[src/rtl/sphere_overlap_admit_table_core_defines.svh]
// ----------------------------------------------------------------------------
// Assertion macros for the sphere overlap admit table
// Concurrent assertion wrappers, compiled out when ASSERT_OFF is defined.
// ----------------------------------------------------------------------------
`ifndef SPHERE_OVERLAP_ADMIT_TABLE_CORE_DEFINES_SVH
`define SPHERE_OVERLAP_ADMIT_TABLE_CORE_DEFINES_SVH

`ifndef ASSERT_OFF
`define SOAT_ASSERT(lbl, clk, rst_n, prop, msg) \
    lbl: assert property (@(posedge clk) disable iff (!rst_n) (prop)) else $error(msg);
`define SOAT_ASSERT_RST(lbl, clk, prop, msg) \
    lbl: assert property (@(posedge clk) (prop)) else $error(msg);
`else
`define SOAT_ASSERT(lbl, clk, rst_n, prop, msg)
`define SOAT_ASSERT_RST(lbl, clk, prop, msg)
`endif

`endif

[src/rtl/soat_pkg.sv]
// ----------------------------------------------------------------------------
// Sphere overlap admit table package
// Field widths, request and response types, and the bus between cells.
// ----------------------------------------------------------------------------
package soat_pkg;

    localparam int unsigned CAPACITY_DEF = 512;
    localparam int unsigned COORD_W      = 16;
    localparam int unsigned RADIUS_W     = 12;
    localparam int unsigned COUNT_W      = 10;
    localparam int unsigned DIFF_W       = COORD_W + 1;
    localparam int unsigned SUM_W        = 2 * DIFF_W;
    localparam int unsigned RSUM_W       = RADIUS_W + 1;
    localparam int unsigned RSQ_W        = 2 * RSUM_W;
    localparam int unsigned AXES         = 3;

    localparam logic OP_TEST  = 1'b0;
    localparam logic OP_CLEAR = 1'b1;

    typedef struct packed {
        logic                       operation;
        logic signed [COORD_W-1:0]  center_x;
        logic signed [COORD_W-1:0]  center_y;
        logic signed [COORD_W-1:0]  center_z;
        logic        [RADIUS_W-1:0] sphere_radius;
    } t_in_req;

    typedef struct packed {
        logic               accepted;
        logic               table_full;
        logic [COUNT_W-1:0] stored_count;
    } t_out_rsp;

    typedef struct packed {
        logic signed [COORD_W-1:0]  x;
        logic signed [COORD_W-1:0]  y;
        logic signed [COORD_W-1:0]  z;
        logic        [RADIUS_W-1:0] r;
    } t_entry;

    typedef struct packed {
        logic             vld;
        logic [SUM_W-1:0] sum;
        t_entry           entry;
        t_entry           cand;
    } t_cell_bus;

endpackage

[src/rtl/soat_cell.sv]
// ----------------------------------------------------------------------------
// Distance cell
// Adds the squared x difference to the running sum and rotates the axes.
// ----------------------------------------------------------------------------
module soat_cell import soat_pkg::*; (
    input  logic      i_clk,
    input  logic      i_rst_n,
    input  t_cell_bus i_bus,
    output t_cell_bus o_bus
);

    logic signed [DIFF_W-1:0] diff;
    logic [DIFF_W-1:0]        mag;
    logic [SUM_W-1:0]         prod;
    logic [SUM_W-1:0]         n_sum;
    t_entry                   n_entry;
    t_entry                   n_cand;

    logic                     r_vld;
    logic [SUM_W-1:0]         r_sum;
    t_entry                   r_entry;
    t_entry                   r_cand;

    always_comb begin
        diff    = {i_bus.cand.x[COORD_W-1], i_bus.cand.x}
                - {i_bus.entry.x[COORD_W-1], i_bus.entry.x};
        mag     = diff[DIFF_W-1] ? DIFF_W'(-diff) : DIFF_W'(diff);
        prod    = mag * mag;
        n_sum   = i_bus.sum + prod;
        n_entry = '{x: i_bus.entry.y, y: i_bus.entry.z, z: i_bus.entry.x, r: i_bus.entry.r};
        n_cand  = '{x: i_bus.cand.y, y: i_bus.cand.z, z: i_bus.cand.x, r: i_bus.cand.r};
    end

    always_ff @(posedge i_clk) begin
        if (!i_rst_n) begin
            r_vld <= 1'b0;
        end else begin
            r_vld <= i_bus.vld;
        end
    end

    always_ff @(posedge i_clk) begin
        r_sum   <= n_sum;
        r_entry <= n_entry;
        r_cand  <= n_cand;
    end

    assign o_bus = '{vld: r_vld, sum: r_sum, entry: r_entry, cand: r_cand};

endmodule
[config.mk]
export PLATFORM = sky130hd
export DESIGN_NAME = soat_cell
export DESIGN_NICKNAME = d
export VERILOG_FILES = /design/src/rtl/sphere_overlap_admit_table_core_defines.svh /design/src/rtl/soat_pkg.sv /design/src/rtl/soat_cell.sv
export SDC_FILE = /design/constraint.sdc
export NUM_CORES = 1
export LEC_CHECK = 0
export CORE_ASPECT_RATIO = 1.75
export CORE_MARGIN = 4
export CORE_UTILIZATION = 35
export DETAILED_ROUTE_END_ITERATION = 8
export DONT_BUFFER_PORTS = 1
export GPL_TIMING_DRIVEN = 0
export PLACE_DENSITY_LB_ADDON = 0.2
export RECOVER_POWER = 100
export SLEW_MARGIN = 30
export SYNTH_ARGS = -nofsm -noshare
export SYNTH_HDL_FRONTEND = slang
export SYNTH_SLANG_ARGS = --single-unit
export TNS_END_PERCENT = 10
[constraint.sdc]
create_clock -name i_clk -period 9.98 [get_ports i_clk]
set_input_delay 1.497 -clock i_clk [delete_from_list [all_inputs] [get_ports i_clk]]
set_output_delay 1.497 -clock i_clk [all_outputs]
set_load 0.02 [all_outputs]
==> metrics.txt, run 1 <==
CP top delay family=adder cells; Root Driver=clkbuf_16; Die H=approximately 270 microns; H-tree lvl count=4; Mapped Cells=about 1400; crit-path max cell delay=roughly 0.55 ns; synth warn=0; CP required=~10 ns; routability cong.=between 0.9 and 1; status=complete, no violations; M3 GR Usage=0.0279; clk buf depth=2; Worst Hold Path EP=o_bus[14]$_DFF_P_; WP buf/inv=8; DIE WIDTH=around 160 microns; Final Hold Viols=0; CTS tree=yes; Post-Syn Area=between 10000 and 15000 sq um; initial antenna violation count=0; Final #Nets=about 2000; final setup violating endpoints=0; die area=42100 sq um; Worst Hold Class=input port to register; layout cell share with drive strength beyond 1=0.109; Worst EP arrival=a little over 10 ns; met1 usage=0.171; core area=~38000 sq um; ANT nets after route=0; total global-route track usage=0.178; post-layout min period=approximately 9.7 ns; Via density=4.80; CP Capture Type=register; Crit Path Max Fanout=10; final slew viol count=0; port bufs=0; max_cap viols=0; number of synthesized flops with an enable pin=0; vias in the first global route=approximately 10000; Vias=roughly 9400; share of flip-flops with an asynchronous set or reset=0; CTS clock-pin slew for the worst setup and hold paths=~0.09 ns; grt total ovfl=0; crit path launch type=input port; diode count=0; layout filler cell count=between 3000 and 4000; Hold Path Stages=0; DRT iter0 DRCs=approximately 350; met2 Track Usage GR=0.361; most used cell, CP=inv_1; critical path type=input port to register; largest net degree at the start of global routing=20; CTS Sinks=roughly 160; HP Start=i_bus[46]; Remaining DRCs=0; Hold Slack=between 1 and 1.5 ns; average cell area after synthesis=9.62 sq um; Routed WL per cell=around 19 microns; Fmax=0.103 GHz; first-pass GRT wire length=56500 microns; final worst-path cycle share=0.976; Area Overhead vs Synth=14.2%; Worst path slowest cell=fa_1; Row Count=95; crit path from=i_bus[44]; Starting Density=0.354; final HPWL from detailed placement=30600 microns; Relative slew margins=0.263; CTS Buf Count=17; RSZ-0062 raised after global routing=yes; global routing's busiest layer=met2; I/O pin count=around 310; Yosys reg bits=approximately 160; measured slew at the worst slew-check pin=1.09 ns; Synth Flop Type=dfxtp_1; # hold bufs at CTS=0; final WL=around 36000 microns; Detailed Routing Iterations Pass 1=5; sequential area share after synthesis=0.228; distinct cell type count after synthesis=just under 70
-- layout by cell type (no fill, tap or decap), drive strengths merged, types with 11 or more instances in the layout --
cell type | synthesis | routed
xnor2 | 39 | 39
dfxtp | 155 | 155
buf | 10 | 38
ha | 124 | 124
conb | 2 | 11
nand2 | 105 | 105
o21ai | 30 | 30
a21o | 14 | 14
clkbuf | 20 | 35
fa | 223 | 223
inv | 379 | 390
nor2 | 92 | 92
nor3 | 22 | 22
xor2 | 16 | 16
and2 | 19 | 19
a21oi | 35 | 35
-- logic make-up (layout without fill, tap and decap cells) --
logic type / Yosys count / count (layout) / synth area share
xor gates and xnor gates: 56 / 56 / 0.0371
AOI/OAI and AO/OA: 142 / 143 / 0.0710
and+or+nand+nor: 298 / 298 / 0.103
muxes: 1 / 1 / 0.000829
buffers and inverters: 411 / 469 / 0.116
adders and majority gates: 347 / 347 / 0.443
DFF: 155 / 155 / 0.228
other: 2 / 11 / 0.000553
-- cell usage after synthesis, types with 3 or more instances --
library cell	n	share of area
or3_1	7	0.0032
a311o_1	3	0.0022
dfxtp_1	155	0.23
inv_1	373	0.10
a31oi_1	4	0.0018
a31o_2	4	0.0026
nor3_1	20	0.0074
xnor2_1	39	0.025
nand2_1	105	0.029
or2_2	3	0.0014
o21ai_1	7	0.0026
and2_1	18	0.0083
o211ai_1	6	0.0033
nor4_1	3	0.0014
buf_4	4	0.0022
nand2b_1	6	0.0028
a21oi_1	35	0.013
o21a_1	7	0.0039
o211a_1	3	0.0022
xor2_1	16	0.010
o21bai_1	4	0.0022
nor2b_1	10	0.0046
a211oi_1	7	0.0039
nor2_2	11	0.0051
o21ai_0	23	0.0085
nand4_1	8	0.0037
a21o_1	14	0.0077
inv_2	6	0.0017
ha_1	124	0.11
o31ai_1	3	0.0017
buf_2	5	0.0018
or2_1	3	0.0014
nand3_1	9	0.0033
clkbuf_1	20	0.0055
nor2_1	81	0.022
fa_1	223	0.33
-- how the worst max path moves through the flow --
stage                              to  slack, ns  cells past startpoint
CTS                 r_sum[32]$_DFF_P_      -0.07                     36
floorplan           r_sum[33]$_DFF_P_       0.09                     33
detailed placement  r_sum[33]$_DFF_P_      -1.79                     35
global placement    r_sum[33]$_DFF_P_      -1.75                     35
global route        r_sum[33]$_DFF_P_      -0.08                     34
finish              r_sum[32]$_DFF_P_       0.24                     34
-- layer usage --
| metal | wire length [microns] | part of all wire |
|---|---|---|
| met1 | 12000 | 0.33 |
| met2 | 21500 | 0.59 |
| met3 | 1400 | 0.039 |
| met4 | 1480 | 0.041 |
| met5 | 0 | 0 |
-- stage by stage --
step,instances,setup slack (ns),cell area [sq um],setup TNS [ns],utilization
after global routing,1965,-0.0818,15500,-0.162,0.404
after floorplan,1421,0.0870,13600,0,-
after detailed placement,1906,-1.79,14200,-16.17,0.371
after global placement,1906,-1.75,14200,-15.25,0.370
after CTS,1947,-0.0725,15100,-0.0725,0.395
final,1965,0.244,15500,0,0.404
-- repair_timing --
item | CTS | global route
cloned | 0 | 1
pin swaps | 5 | 20
setup buffers | 9 | 19
setup endpoints to repair | 15 | 12
gates resized for setup | 47 | 50
-- final cells by class --
type,instances,area [sq um],area share
flip-flops and latches,155,3100,0.200
clock inverters,15,188,0.0121
plain buffers,28,191,0.0123
inverters,381,1430,0.0924
repair buffers,28,210,0.0136
multi-input cells,856,9350,0.603
well taps,485,607,0.0391
clock buffers,17,425,0.0274
-- sequential cells by signal (all words and copies together) (netlist names) --
| register | flops |
|---|---|
| o_bus | 120 |
| r_sum | 34 |
| r_vld | 1 |
Power of run 1 is left out: the tool's default activity adds up to more than one toggle a clock period on the data nets, which glitch-free logic cannot reach.
==> run 2: changes to the inputs <==
--- a/config.mk
+++ b/config.mk
@@ -5,6 +5,7 @@
 export SDC_FILE = /design/constraint.sdc
 export NUM_CORES = 1
 export LEC_CHECK = 0
+export ABC_CLOCK_PERIOD_IN_PS = 8550
 export CORE_ASPECT_RATIO = 1.75
 export CORE_MARGIN = 4
 export CORE_UTILIZATION = 35
@@ -13,6 +14,7 @@
 export GPL_TIMING_DRIVEN = 0
 export PLACE_DENSITY_LB_ADDON = 0.2
 export RECOVER_POWER = 100
+export SETUP_SLACK_MARGIN = 0.05
 export SLEW_MARGIN = 30
 export SYNTH_ARGS = -nofsm -noshare
 export SYNTH_HDL_FRONTEND = slang
==> constraint.sdc (replaced) <==
create_clock -name i_clk -period 8.55 [get_ports i_clk]
set_input_delay 1.2825 -clock i_clk [delete_from_list [all_inputs] [get_ports i_clk]]
set_output_delay 1.2825 -clock i_clk [all_outputs]
set_load 0.02 [all_outputs]
==> run 2 against run 1 <==
The run now ends with negative setup slack left. Largest cell class unchanged. Routed wire length fell by 1.8%. Highest routed layer unchanged. Die area unchanged. Core utilization rose by 2.0 points. Non-clock buffer count up 32. Via count rose by 1.7%.
==> metrics.txt, run 2 (synthesis results as in run 1) <==
status=finished, violations left; Row Count=95; CP required=about 8.9 ns; Vias=around 9600; total global-route track usage=0.174; layout cell share with drive strength beyond 1=0.177; clk buf depth=2; most used cell, CP=fa_1; critical path type=input port to register; routability cong.=about 0.88; Remaining DRCs=0; max FFs per register=120; largest net degree at the start of global routing=20; WP buf/inv=8; Final #Nets=2002; max_cap viols=0; core area=~38000 sq um; CP top delay family=adder cells; CTS Sinks=155; RSZ-0062 raised after global routing=yes; placed inst area=14500 sq um; ANT nets after route=0; Setup TNS=-4.31 ns; final setup violating endpoints=14; final slew viol count=0; Crit Path Max Fanout=6; Worst path slowest cell=fa_1; Worst Hold Class=input port to register; Starting Density=0.354; Worst EP arrival=9.49 ns; H-tree lvl count=4; DIE WIDTH=between 150 and 200 microns; first-pass GRT wire length=~56000 microns; vias in the first global route=10612; Root Driver=clkbuf_16; Routed WL per cell=~18 microns; final HPWL from detailed placement=around 30000 microns; Die H=269 microns; final worst-path cycle share=1.07; post-route cell area=about 16000 sq um; Fmax=between 0.1 and 0.15 GHz; final WL=about 36000 microns; initial antenna violation count=5; Area Overhead vs Synth=19.7%; post-route setup slack=-0.598 ns; Via density=roughly 4.8; utilization after layout=0.424; DRT iter0 DRCs=348; CTS clock-pin slew for the worst setup and hold paths=0.09 ns; post-place setup slack=-2.15 ns; crit-path max cell delay=about 0.53 ns; Detailed Routing Iterations Pass 1=4; measured slew at the worst slew-check pin=0.810 ns; CP Capture Type=register; CTS Buf Count=17; port bufs=0; failing checks=negative setup slack; post-layout min period=~9.1 ns; most frequent cells in the layout=inv_1, fa_1, dfxtp_1; Final Hold Viols=0; crit path launch type=input port; grt total ovfl=0; die area=approximately 42000 sq um; I/O pin count=between 300 and 400; CTS tree=yes; commonest non-fill, non-tap cell in the layout=inv_1; Relative slew margins=0.460
-- run 2: cell count changes in the layout (fill, tap and decap cells not counted), sizes merged --
cell,change
buf,+33
a31o,-1
clkbuf,-1
clkinv,+5
bufinv,+1
inv,-6
diode,+1
-- run 2: repair_timing --
item	CTS	global route
pin swaps	47	54
endpoints found under the setup margin	21	20
gates resized for setup	101	73
cloned	0	0
buffers inserted	40	21
hold buffers	0	0
-- run 2: routing by layer --
metal	global-route usage	vias up	wire, microns
met5	0	-	0
met4	0.0695	0	1420
met3	0.0283	62	1600
met2	0.368	315	21600
met1	0.156	4773	11200
li1	-	4435	-
-- run 2: final cells by class --
class	instances	area [sq um]
timing repair buffer	60	469
buffer	28	241
fill	3746	22100
clock buffer	17	425
clock inverter	15	193
antenna	1	2.50
sequential	155	3100
inverter	381	1460
tap	485	607
multi-input combinational	855	9760
-- run 2: path summary, 6_finish.rpt --
path,end,start,cells past startpoint
setup / recovery,r_sum[33]$_DFF_P_,i_bus[44],35
hold / removal,o_bus[81]$_DFF_P_,i_bus[113],0
-- run 2: through the flow --
| step | cells | hold WS, ns |
|---|---|---|
| detailed placement | 1906 | 1.31 |
| global placement | 1906 | 1.31 |
| CTS | 1978 | 0.820 |
| floorplan | 1421 | 1.31 |
| finish | 1997 | 0.852 |
| global route | 1997 | 0.824 |
Power of run 2 is left out for the same reason.
